===== config.mk =====
export PLATFORM = sky130hd
export DESIGN_NAME = gregorian_date_arithmetic_core
export DESIGN_NICKNAME = d
export VERILOG_FILES = /design/src/hw/rtl/gda_pkg.sv /design/src/hw/rtl/gregorian_date_arithmetic_core.sv /design/src/hw/rtl/gda_ctrl.sv /design/src/hw/rtl/gda_datapath.sv
export SDC_FILE = /design/constraint.sdc
export NUM_CORES = 1
export LEC_CHECK = 0
export BUFFER_PORTS_ARGS = -buffer_cell sky130_fd_sc_hd__buf_2
export CORE_MARGIN = 4
export CORE_UTILIZATION = 47
export CTS_CLUSTER_DIAMETER = 60
export DETAILED_ROUTE_END_ITERATION = 10
export PLACE_DENSITY_LB_ADDON = 0.25
export SLEW_MARGIN = 20
export SYNTH_ARGS = -nofsm -noshare
export SYNTH_HDL_FRONTEND = slang
export SYNTH_SLANG_ARGS = --single-unit
export TNS_END_PERCENT = 1

===== constraint.sdc =====
create_clock -name clk -period 5.45 [get_ports clk]
set_input_delay 0.545 -clock clk [delete_from_list [all_inputs] [get_ports clk]]
set_output_delay 0.545 -clock clk [all_outputs]
set_load 0.1 [all_outputs]

===== src/hw/rtl/gda_pkg.sv =====
`timescale 1ns / 1ps
// gda_pkg: types, field layout, op codes and calendar tables for the
// gregorian date arithmetic core; no dependencies
package gda_pkg;

	// field widths
	localparam int W_YEAR  = 12;
	localparam int W_MONTH = 4;
	localparam int W_DAY   = 5;
	localparam int W_OFF   = 17;
	localparam int W_DIST  = 17;

	// internal year counter width, holds any year up to 9999
	localparam int YEAR_IW = 14;

	// input tdata layout, lowest bit first
	localparam int IN_YEAR_LO   = 0;
	localparam int IN_MONTH_LO  = IN_YEAR_LO + W_YEAR;
	localparam int IN_DAY_LO    = IN_MONTH_LO + W_MONTH;
	localparam int IN_OYEAR_LO  = IN_DAY_LO + W_DAY;
	localparam int IN_OMONTH_LO = IN_OYEAR_LO + W_YEAR;
	localparam int IN_ODAY_LO   = IN_OMONTH_LO + W_MONTH;
	localparam int IN_OFF_LO    = IN_ODAY_LO + W_DAY;
	localparam int IN_W         = IN_OFF_LO + W_OFF;
	localparam int IN_TDATA_W   = ((IN_W + 7) / 8) * 8;

	// output tdata layout
	localparam int OUT_W       = W_YEAR + W_MONTH + W_DAY + W_DIST + 2;
	localparam int OUT_TDATA_W = ((OUT_W + 7) / 8) * 8;

	typedef enum logic [1:0] {
		OP_ADD  = 2'd0,
		OP_SUB  = 2'd1,
		OP_DIFF = 2'd2,
		OP_CMP  = 2'd3
	} op_t;

	typedef enum logic [2:0] {
		ST_IDLE,
		ST_WALK_IN,
		ST_MONTHS,
		ST_EXEC,
		ST_WALK_OUT,
		ST_MONTH_OUT,
		ST_DONE
	} state_t;

	// controller to datapath
	typedef struct packed {
		logic capture;
		logic walk_in;
		logic months;
		logic exec;
		logic walk_out;
		logic month_out;
		logic load_out;
	} cmd_t;

	// datapath to controller
	typedef struct packed {
		logic walk_in_done;
		logic walk_out_done;
		logic month_out_done;
		logic date_op;
	} stat_t;

	localparam logic [4:0] MONTH_LEN [0:12] = '{5'd0, 5'd31, 5'd28, 5'd31, 5'd30, 5'd31,
		5'd30, 5'd31, 5'd31, 5'd30, 5'd31, 5'd30, 5'd31};

	// days in the months before a month, common year
	localparam logic [8:0] CUM_DAYS [0:12] = '{9'd0, 9'd0, 9'd31, 9'd59, 9'd90, 9'd120,
		9'd151, 9'd181, 9'd212, 9'd243, 9'd273, 9'd304, 9'd334};

	// leap rule from the year modulo 400
	function automatic logic leap_of(input logic [8:0] m400);
		return (m400[1:0] == 2'd0) && (m400 != 9'd100) && (m400 != 9'd200) &&
			(m400 != 9'd300);
	endfunction

	function automatic logic [8:0] m400_inc(input logic [8:0] m400);
		return (m400 == 9'd399) ? 9'd0 : m400 + 9'd1;
	endfunction

	function automatic logic [4:0] month_days(input logic leap, input logic [3:0] m);
		logic [4:0] r;
		r = 5'd0;
		if (m == 4'd2)
			r = leap ? 5'd29 : 5'd28;
		else if (m >= 4'd1 && m <= 4'd12)
			r = MONTH_LEN[m];
		return r;
	endfunction

	function automatic logic [8:0] cum_days(input logic leap, input logic [3:0] m);
		logic [8:0] r;
		r = 9'd0;
		if (m >= 4'd1 && m <= 4'd12)
			r = CUM_DAYS[m] + ((leap && m > 4'd2) ? 9'd1 : 9'd0);
		return r;
	endfunction

endpackage


===== src/hw/rtl/gregorian_date_arithmetic_core.sv =====
`timescale 1ns / 1ps
// gregorian_date_arithmetic_core: top level of the date arithmetic core,
// joins gda_ctrl and gda_datapath; depends on gda_pkg
//
// One item at a time: an input transfer carries two dates, an op and a day
// count, and one result transfer follows. Dates are turned into day numbers
// counted from BASE_YEAR-01-01 by a walker that steps one year per cycle;
// for add and subtract the result day number is walked back, year by year
// and then month by month, into a date. The year walker dominates the run
// time. Invalid dates count as BASE_YEAR-01-01; add and subtract saturate
// at either end of the year range and raise clamped. A new item is taken
// while the previous result waits in the output register.
module gregorian_date_arithmetic_core import gda_pkg::*; #(
	parameter int BASE_YEAR = 1900,
	parameter int MAX_YEAR  = 2155
) (
	input  logic                   clk,
	input  logic                   arst_n,
	input  logic                   s_tvalid,
	output logic                   s_tready,
	// year[11:0], month[15:12], day[20:16], other_year[32:21],
	// other_month[36:33], other_day[41:37], day_offset[58:42], zero fill
	input  logic [IN_TDATA_W-1:0]  s_tdata,
	// op[1:0]
	input  logic [1:0]             s_tuser,
	output logic                   m_tvalid,
	input  logic                   m_tready,
	// res_year[11:0], res_month[15:12], res_day[20:16], day_distance[37:21],
	// is_earlier[38], clamped[39]
	output logic [OUT_TDATA_W-1:0] m_tdata
);

	cmd_t             cmd;
	stat_t            stat;
	logic [OUT_W-1:0] out_data;

	// sequencer
	gda_ctrl u_ctrl (
		.clk      (clk),
		.arst_n   (arst_n),
		.s_tvalid (s_tvalid),
		.s_tready (s_tready),
		.m_tvalid (m_tvalid),
		.m_tready (m_tready),
		.stat     (stat),
		.cmd      (cmd)
	);

	// datapath
	gda_datapath #(
		.BASE_YEAR (BASE_YEAR),
		.MAX_YEAR  (MAX_YEAR)
	) u_datapath (
		.clk      (clk),
		.cmd      (cmd),
		.stat     (stat),
		.in_data  (s_tdata[IN_W-1:0]),
		.in_op    (s_tuser),
		.out_data (out_data)
	);

	assign m_tdata = OUT_TDATA_W'(out_data);

endmodule


===== src/hw/rtl/gda_ctrl.sv =====
`timescale 1ns / 1ps
// gda_ctrl: sequencer of the date core, issues datapath commands and owns
// the output valid flag; depends on gda_pkg
module gda_ctrl import gda_pkg::*; (
	input  logic  clk,
	input  logic  arst_n,
	input  logic  s_tvalid,
	output logic  s_tready,
	output logic  m_tvalid,
	input  logic  m_tready,
	input  stat_t stat,
	output cmd_t  cmd
);

	state_t state_q, state_d;
	logic   m_valid_q;

	// state register
	always_ff @(posedge clk or negedge arst_n) begin
		if (!arst_n) begin
			state_q <= ST_IDLE;
		end else begin
			state_q <= state_d;
		end
	end

	// output valid: set on load, cleared on a transfer
	always_ff @(posedge clk or negedge arst_n) begin
		if (!arst_n) begin
			m_valid_q <= 1'b0;
		end else if (cmd.load_out) begin
			m_valid_q <= 1'b1;
		end else if (m_tready) begin
			m_valid_q <= 1'b0;
		end
	end

	assign m_tvalid = m_valid_q;

	// next state and commands
	always_comb begin
		state_d  = state_q;
		cmd      = '0;
		s_tready = 1'b0;
		unique case (state_q)
			ST_IDLE: begin
				s_tready = 1'b1;
				if (s_tvalid) begin
					cmd.capture = 1'b1;
					state_d     = ST_WALK_IN;
				end
			end
			ST_WALK_IN: begin
				cmd.walk_in = 1'b1;
				if (stat.walk_in_done)
					state_d = ST_MONTHS;
			end
			ST_MONTHS: begin
				cmd.months = 1'b1;
				state_d    = ST_EXEC;
			end
			ST_EXEC: begin
				cmd.exec = 1'b1;
				state_d  = stat.date_op ? ST_WALK_OUT : ST_DONE;
			end
			ST_WALK_OUT: begin
				cmd.walk_out = 1'b1;
				if (stat.walk_out_done)
					state_d = ST_MONTH_OUT;
			end
			ST_MONTH_OUT: begin
				cmd.month_out = 1'b1;
				if (stat.month_out_done)
					state_d = ST_DONE;
			end
			ST_DONE: begin
				if (!m_valid_q || m_tready) begin
					cmd.load_out = 1'b1;
					state_d      = ST_IDLE;
				end
			end
			default: begin
				state_d = ST_IDLE;
			end
		endcase
	end

endmodule


===== src/hw/rtl/gda_datapath.sv =====
`timescale 1ns / 1ps
// gda_datapath: year walker, day number adders, op unit and output register
// of the date core; depends on gda_pkg
module gda_datapath import gda_pkg::*; #(
	parameter int BASE_YEAR = 1900,
	parameter int MAX_YEAR  = 2155
) (
	input  logic                   clk,
	input  cmd_t                   cmd,
	output stat_t                  stat,
	input  logic [IN_W-1:0]        in_data,
	input  logic [1:0]             in_op,
	output logic [OUT_W-1:0]       out_data
);

	// day number of the last day of MAX_YEAR
	localparam int LB_BASE = (BASE_YEAR - 1) / 4 - (BASE_YEAR - 1) / 100 + (BASE_YEAR - 1) / 400;
	localparam int LB_TOP  = MAX_YEAR / 4 - MAX_YEAR / 100 + MAX_YEAR / 400;
	localparam int TOP     = (MAX_YEAR - BASE_YEAR + 1) * 365 + LB_TOP - LB_BASE - 1;
	localparam int DN_W    = $clog2(TOP + 2);
	localparam int SUM_W   = ((DN_W > W_OFF) ? DN_W : W_OFF) + 1;

	localparam logic [YEAR_IW-1:0] BASE_Y     = YEAR_IW'(BASE_YEAR);
	localparam logic [YEAR_IW-1:0] MAX_Y      = YEAR_IW'(MAX_YEAR);
	localparam logic [8:0]         BASE_M400  = 9'(BASE_YEAR % 400);
	localparam logic [SUM_W-1:0]   TOP_S      = SUM_W'(TOP);

	// captured item
	logic [1:0]         op_q;
	logic [W_YEAR-1:0]  ya_q, yb_q;
	logic [W_MONTH-1:0] ma_q, mb_q;
	logic [W_DAY-1:0]   da_q, db_q;
	logic [W_OFF-1:0]   off_q;

	// walker and working registers
	logic [YEAR_IW-1:0] yy_q;
	logic [8:0]         m400_q;
	logic [DN_W-1:0]    acc_q;
	logic [DN_W-1:0]    a_base_q, b_base_q;
	logic               a_leap_q, b_leap_q;
	logic               a_hit_q, b_hit_q;
	logic [DN_W-1:0]    na_q, nb_q;
	logic [DN_W-1:0]    n_q;
	logic [W_MONTH-1:0] mm_q;
	logic [W_DIST-1:0]  dist_q;
	logic               early_q, clamp_q;
	logic [OUT_W-1:0]   out_q;

	logic               lp;
	logic [8:0]         ylen;
	logic [YEAR_IW-1:0] ya_x, yb_x;
	logic               a_in, b_in, a_hit_now, b_hit_now, need_b;
	logic               a_ok, b_ok;
	logic [DN_W:0]      a_sum, b_sum;
	logic [DN_W-1:0]    a_num, b_num;
	logic [SUM_W-1:0]   a_ext, b_ext, off_ext, add_s, sub_s, diff_s;
	logic               add_over, sub_under;
	logic [DN_W-1:0]    n_next;
	logic [W_DIST-1:0]  dist_next;
	logic               early_next, clamp_next;
	logic [4:0]         md;
	logic               wo_done, mo_done;

	// leap flag and length of the walker's current year
	assign lp   = leap_of(m400_q);
	assign ylen = lp ? 9'd366 : 9'd365;

	// range and hit checks for the input years
	assign ya_x      = YEAR_IW'(ya_q);
	assign yb_x      = YEAR_IW'(yb_q);
	assign a_in      = (ya_x >= BASE_Y) && (ya_x <= MAX_Y);
	assign b_in      = (yb_x >= BASE_Y) && (yb_x <= MAX_Y);
	assign a_hit_now = (yy_q == ya_x);
	assign b_hit_now = (yy_q == yb_x);
	assign need_b    = (op_q == OP_DIFF) || (op_q == OP_CMP);

	// month and day checks, then day numbers of both dates
	assign a_ok  = a_hit_q && (ma_q >= 4'd1) && (ma_q <= 4'd12) && (da_q != 5'd0) &&
		(da_q <= month_days(a_leap_q, ma_q));
	assign b_ok  = b_hit_q && (mb_q >= 4'd1) && (mb_q <= 4'd12) && (db_q != 5'd0) &&
		(db_q <= month_days(b_leap_q, mb_q));
	assign a_sum = (DN_W+1)'(a_base_q) + (DN_W+1)'(cum_days(a_leap_q, ma_q)) +
		(DN_W+1)'(da_q) - (DN_W+1)'(1);
	assign b_sum = (DN_W+1)'(b_base_q) + (DN_W+1)'(cum_days(b_leap_q, mb_q)) +
		(DN_W+1)'(db_q) - (DN_W+1)'(1);
	assign a_num = a_ok ? a_sum[DN_W-1:0] : '0;
	assign b_num = b_ok ? b_sum[DN_W-1:0] : '0;

	// op unit
	assign a_ext     = SUM_W'(na_q);
	assign b_ext     = SUM_W'(nb_q);
	assign off_ext   = SUM_W'(off_q);
	assign add_s     = a_ext + off_ext;
	assign sub_s     = a_ext - off_ext;
	assign add_over  = add_s > TOP_S;
	assign sub_under = off_ext > a_ext;
	assign diff_s    = (a_ext > b_ext) ? (a_ext - b_ext) : (b_ext - a_ext);

	always_comb begin
		n_next     = '0;
		dist_next  = '0;
		early_next = 1'b0;
		clamp_next = 1'b0;
		unique case (op_t'(op_q))
			OP_ADD: begin
				n_next     = add_over ? TOP_S[DN_W-1:0] : add_s[DN_W-1:0];
				clamp_next = add_over;
			end
			OP_SUB: begin
				n_next     = sub_under ? '0 : sub_s[DN_W-1:0];
				clamp_next = sub_under;
			end
			OP_DIFF: begin
				dist_next = diff_s[W_DIST-1:0];
			end
			OP_CMP: begin
				early_next = na_q < nb_q;
			end
			default: begin
				n_next = '0;
			end
		endcase
	end

	// conversion back to a date
	assign md      = month_days(lp, mm_q);
	assign wo_done = (yy_q >= MAX_Y) || (n_q < DN_W'(ylen));
	assign mo_done = (mm_q == 4'd12) || (n_q < DN_W'(md));

	always_comb begin
		stat.walk_in_done   = (!a_in || a_hit_q || a_hit_now) &&
			(!need_b || !b_in || b_hit_q || b_hit_now);
		stat.walk_out_done  = wo_done;
		stat.month_out_done = mo_done;
		stat.date_op        = (op_q == OP_ADD) || (op_q == OP_SUB);
	end

	// datapath registers
	always_ff @(posedge clk) begin
		if (cmd.capture) begin
			op_q    <= in_op;
			ya_q    <= in_data[IN_YEAR_LO +: W_YEAR];
			ma_q    <= in_data[IN_MONTH_LO +: W_MONTH];
			da_q    <= in_data[IN_DAY_LO +: W_DAY];
			yb_q    <= in_data[IN_OYEAR_LO +: W_YEAR];
			mb_q    <= in_data[IN_OMONTH_LO +: W_MONTH];
			db_q    <= in_data[IN_ODAY_LO +: W_DAY];
			off_q   <= in_data[IN_OFF_LO +: W_OFF];
			yy_q    <= BASE_Y;
			m400_q  <= BASE_M400;
			acc_q   <= '0;
			a_hit_q <= 1'b0;
			b_hit_q <= 1'b0;
		end
		// year walk up to the input years
		if (cmd.walk_in) begin
			if (a_hit_now) begin
				a_hit_q  <= 1'b1;
				a_base_q <= acc_q;
				a_leap_q <= lp;
			end
			if (b_hit_now) begin
				b_hit_q  <= 1'b1;
				b_base_q <= acc_q;
				b_leap_q <= lp;
			end
			if (!stat.walk_in_done) begin
				yy_q   <= yy_q + YEAR_IW'(1);
				m400_q <= m400_inc(m400_q);
				acc_q  <= acc_q + DN_W'(ylen);
			end
		end
		if (cmd.months) begin
			na_q <= a_num;
			nb_q <= b_num;
		end
		// op result, walker rewound for the way back
		if (cmd.exec) begin
			n_q     <= n_next;
			dist_q  <= dist_next;
			early_q <= early_next;
			clamp_q <= clamp_next;
			yy_q    <= BASE_Y;
			m400_q  <= BASE_M400;
			mm_q    <= 4'd1;
		end
		if (cmd.walk_out && !wo_done) begin
			n_q    <= n_q - DN_W'(ylen);
			yy_q   <= yy_q + YEAR_IW'(1);
			m400_q <= m400_inc(m400_q);
		end
		if (cmd.month_out && !mo_done) begin
			n_q  <= n_q - DN_W'(md);
			mm_q <= mm_q + 4'd1;
		end
		if (cmd.load_out) begin
			out_q <= {clamp_q, early_q, dist_q, n_q[W_DAY-1:0] + 5'd1, mm_q,
				yy_q[W_YEAR-1:0]};
		end
	end

	assign out_data = out_q;

endmodule


==> metrics.txt <==
syn avg cell area 9.63 um^2; TNS Setup 0 ns; Sequential Power Share 30.6%; combinational power share 49.3%; number of CTS-inserted buffers 31; static leakage 8.57 nW; # H-tree levels 1; Max Cap Violations 0; routed wire length 41,400 um; R2R depth 22; Int Power 5.87 mW; Synth top area share 35.6%; Die W 203 um; Clk pwr share 20.1%; core area 37,500 um^2; Die ar. 41,100 um^2; Sw Pwr 4.48 mW; switching share of power 43.3%; Hold WC Path Type input pin to flip-flop; Routed Antenna Nets 0; worst slack, placed 0.161 ns; Crit Path Max Fanout 6; fin crit share 94.7%; initial antenna violation count 0; P&R area growth vs syn 12.2%; RD Place Congestion 0.890; # diodes 0; dpl hpwl 31,900 um; GRT Residual Overflow 0; post-route setup slack 0.286 ns; root buf cell clkbuf_16; Post-Route Skew 0.0214 ns; Syn Nets 2,123; crit path kind flip-flop to flip-flop; fillcell total 3,393; power density cells 519 nW/um^2; Hold Fails Final Rpt 0; CTS Buffer Depth 3; flip-flop and latch count after synthesis 257; count of cell types in the netlist 90; Sinks on Clock Net 257; RSZ-0062 raised after global routing yes; Starting DRT DRC Count 833; DRC violations left 0; Worst Tran Pin Value 1.12 ns; detailed-route vias per instance 5.53; DR WL/cell 16.7 um; port bufs 106; global-route wire length before repair 67,600 um; VDD IR-drop max 0.273 mV; # rows 71; TritonCTS clock tree built; Final setup viols 0; Initial Utilization 47.5%; Worst setup SP type flip-flop; critical path endpoint category flip-flop; I/O pin cnt 112; total track usage 19.8%; layout cell share with drive strength beyond 1 10.8%; Post-synth EDFFs 211; WP data required 5.76 ns; arrival time worst endpoint 5.47 ns; fraction of registers with async set/reset 1.56%; top-count cell post-synth edfxtp_1; Slew headroom 25.1%; Final Max Slew Viols 0; Hold Crit Depth 1; First-pass DRT Iterations 7; Nets 2,222; synth cell count leaders edfxtp_1 (211), inv_1 (191), ha_1 (187); Syn. warnings 0; Cell Area, Synth 17,800 um^2; Mapped Cells 1,849; non-filler cells, final 2,483; sequential fraction of the synthesis area 40.9%; status complete, no violations; Synth area leaders edfxtp_1 (36%), ha_1 (13%), dfxtp_1 (4.7%); DIE HEIGHT 203 um; predominant post-synthesis flop cell edfxtp_1; vias in the first global route 13,300; pin count of the biggest net entering global routing 43; vias 13,700; cell accounting for the most synthesized area edfxtp_1; clock slew at reported path FFs 0.06 ns; Max Clk Rate 194 MHz; DP Cell Count 2,424; clk_lat worst skew 0.58 ns; minimum clock period 5.16 ns
==> flip-flops by register name, indices dropped and copies added, names as in the netlist, 5 cells and up <==
register and flops:
u_datapath.n_q 17, u_datapath.yb_q 12, u_datapath.acc_q 17, u_datapath.ya_q 12, u_datapath.da_q 5, u_datapath.b_base_q 17, u_datapath.m400_q 9, u_datapath.out_data 40
u_datapath.nb_q 17, u_datapath.na_q 17, u_datapath.off_q 17, u_datapath.a_base_q 17, u_datapath.dist_q 17, u_datapath.yy_q 14, u_datapath.db_q 5
==> final cells by class <==
cell class                      instances  area [um^2]  share of cell area (%)
Multi-Input combinational cell       1339         9600                    48.1
Tap cell                              511          639                    3.20
Inverter                              191          717                    3.59
Sequential cell                       257         7280                    36.4
Clock buffer                           33          783                    3.92
Timing Repair Buffer                  128          698                    3.50
Clock inverter                         24          256                    1.28
==> logic make-up after synthesis <==
family / count (synthesis) / synth area share [%]
flip-flops: 257 / 40.9
multiplexers: 24 / 1.36
adder cells (fa/ha/maj): 204 / 15.0
buffers and inverters: 253 / 5.43
AO/OA/AOI/OAI: 455 / 17.1
XOR/XNOR: 100 / 4.92
AND/OR/NAND/NOR: 556 / 15.3
==> power groups by stage <==
stage / Sequential, mW / Clock, mW / Combinational (mW)
final: 3.17 / 2.08 / 5.10
after detailed placement: 3.21 / 0 / 5.05
after global placement: 3.20 / 0 / 4.98
after CTS: 3.18 / 2.13 / 5.08
after floorplan: 3.42 / 0 / 3.60
after global routing: 3.24 / 2.21 / 5.66
==> metal layers <==
metal	part of all wire [%]	global-route usage, %	up-vias	routed length [um]
li1	-	-	6901	-
met1	46	27.5	6383	19100
met2	45	32.1	366	18700
met3	5.4	2.99	78	2230
met4	3.3	6.28	0	1360
met5	0	0	-	0
==> placed cells by master (no fill, tap or decap), types with 11 or more instances in the layout <==
cell type  netlist  final
o21a_1          16     16
nor2_1         158    157
nor3_1          37     35
nor4_1          15     15
mux2i_1         22     22
dfxtp_1         42     42
nand3_1         73     73
o21ai_0         95     93
fa_1            17     17
a21oi_1        108    108
a221oi_1        12     12
buf_4            1     21
ha_1           187    187
nor2b_1         26     26
and2_1          11     11
nand2_1        124    124
xor2_1          35     35
clkbuf_16        0     31
nand2b_1        16     16
or3_1           15     15
xnor2_1         65     65
a31oi_1         22     22
o21bai_1        12     12
o211ai_1        15     15
and3_1          22     22
nand4_1         19     19
buf_2            5    106
a21o_1          47     47
inv_1          191    189
edfxtp_1       211    211
==> metrics by stage <==
stage                     utilization [%]  instance area, um^2  hold slack [ns]  power [mW]
after detailed placement             50.4                18900            0.358        8.26
final                                53.3                20000            0.134        10.4
after global placement               50.4                18900            0.356        8.19
after floorplan                         -                17800            0.249        7.03
after global routing                 53.3                20000            0.105        11.1
after CTS                            53.2                20000            0.102        10.4
==> repair_timing <==
action / CTS / global route
hold buffers: 1 / 0
gates resized for setup: 0 / 5
setup buffers: 0 / 1
endpoints found under the setup margin: 0 / 5
hold endpoints to repair: 4 / 0
==> critical path: stages, from the launching register on <==
cell,delay (ns)
edfxtp_1,0.46
ha_1,0.26
nor2b_1,0.20
o21ai_0,0.10
and2_1,0.17
ha_1,0.21
ha_1,0.22
xor2_1,0.16
nand2_1,0.07
ha_1,0.33
fa_1,0.51
inv_1,0.07
fa_1,0.45
a21o_1,0.18
a21oi_1,0.19
nor2_1,0.08
o21a_1,0.18
o22ai_1,0.17
o21ai_0,0.17
o41ai_2,0.34
o211ai_1,0.17
xnor2_1,0.16
nor2_1,0.05
==> path summary, 6_finish.rpt <==
check	start	end	slack, ns
max	u_datapath.ma_q[1]	u_datapath.na_q[15]	0.29
min	s_tdata[21]	u_datapath.yb_q[0]	0.13
max reg2reg	u_datapath.ma_q[1]	u_datapath.na_q[15]	0.29
min reg2reg	u_datapath.dist_q[2]	u_datapath.out_data[23]	0.41
max in group asynchronous	arst_n	u_ctrl.state_q[2]	5.03
min in group asynchronous	arst_n	u_ctrl.m_tvalid	0.30
Power figures use the tool's default switching activity.
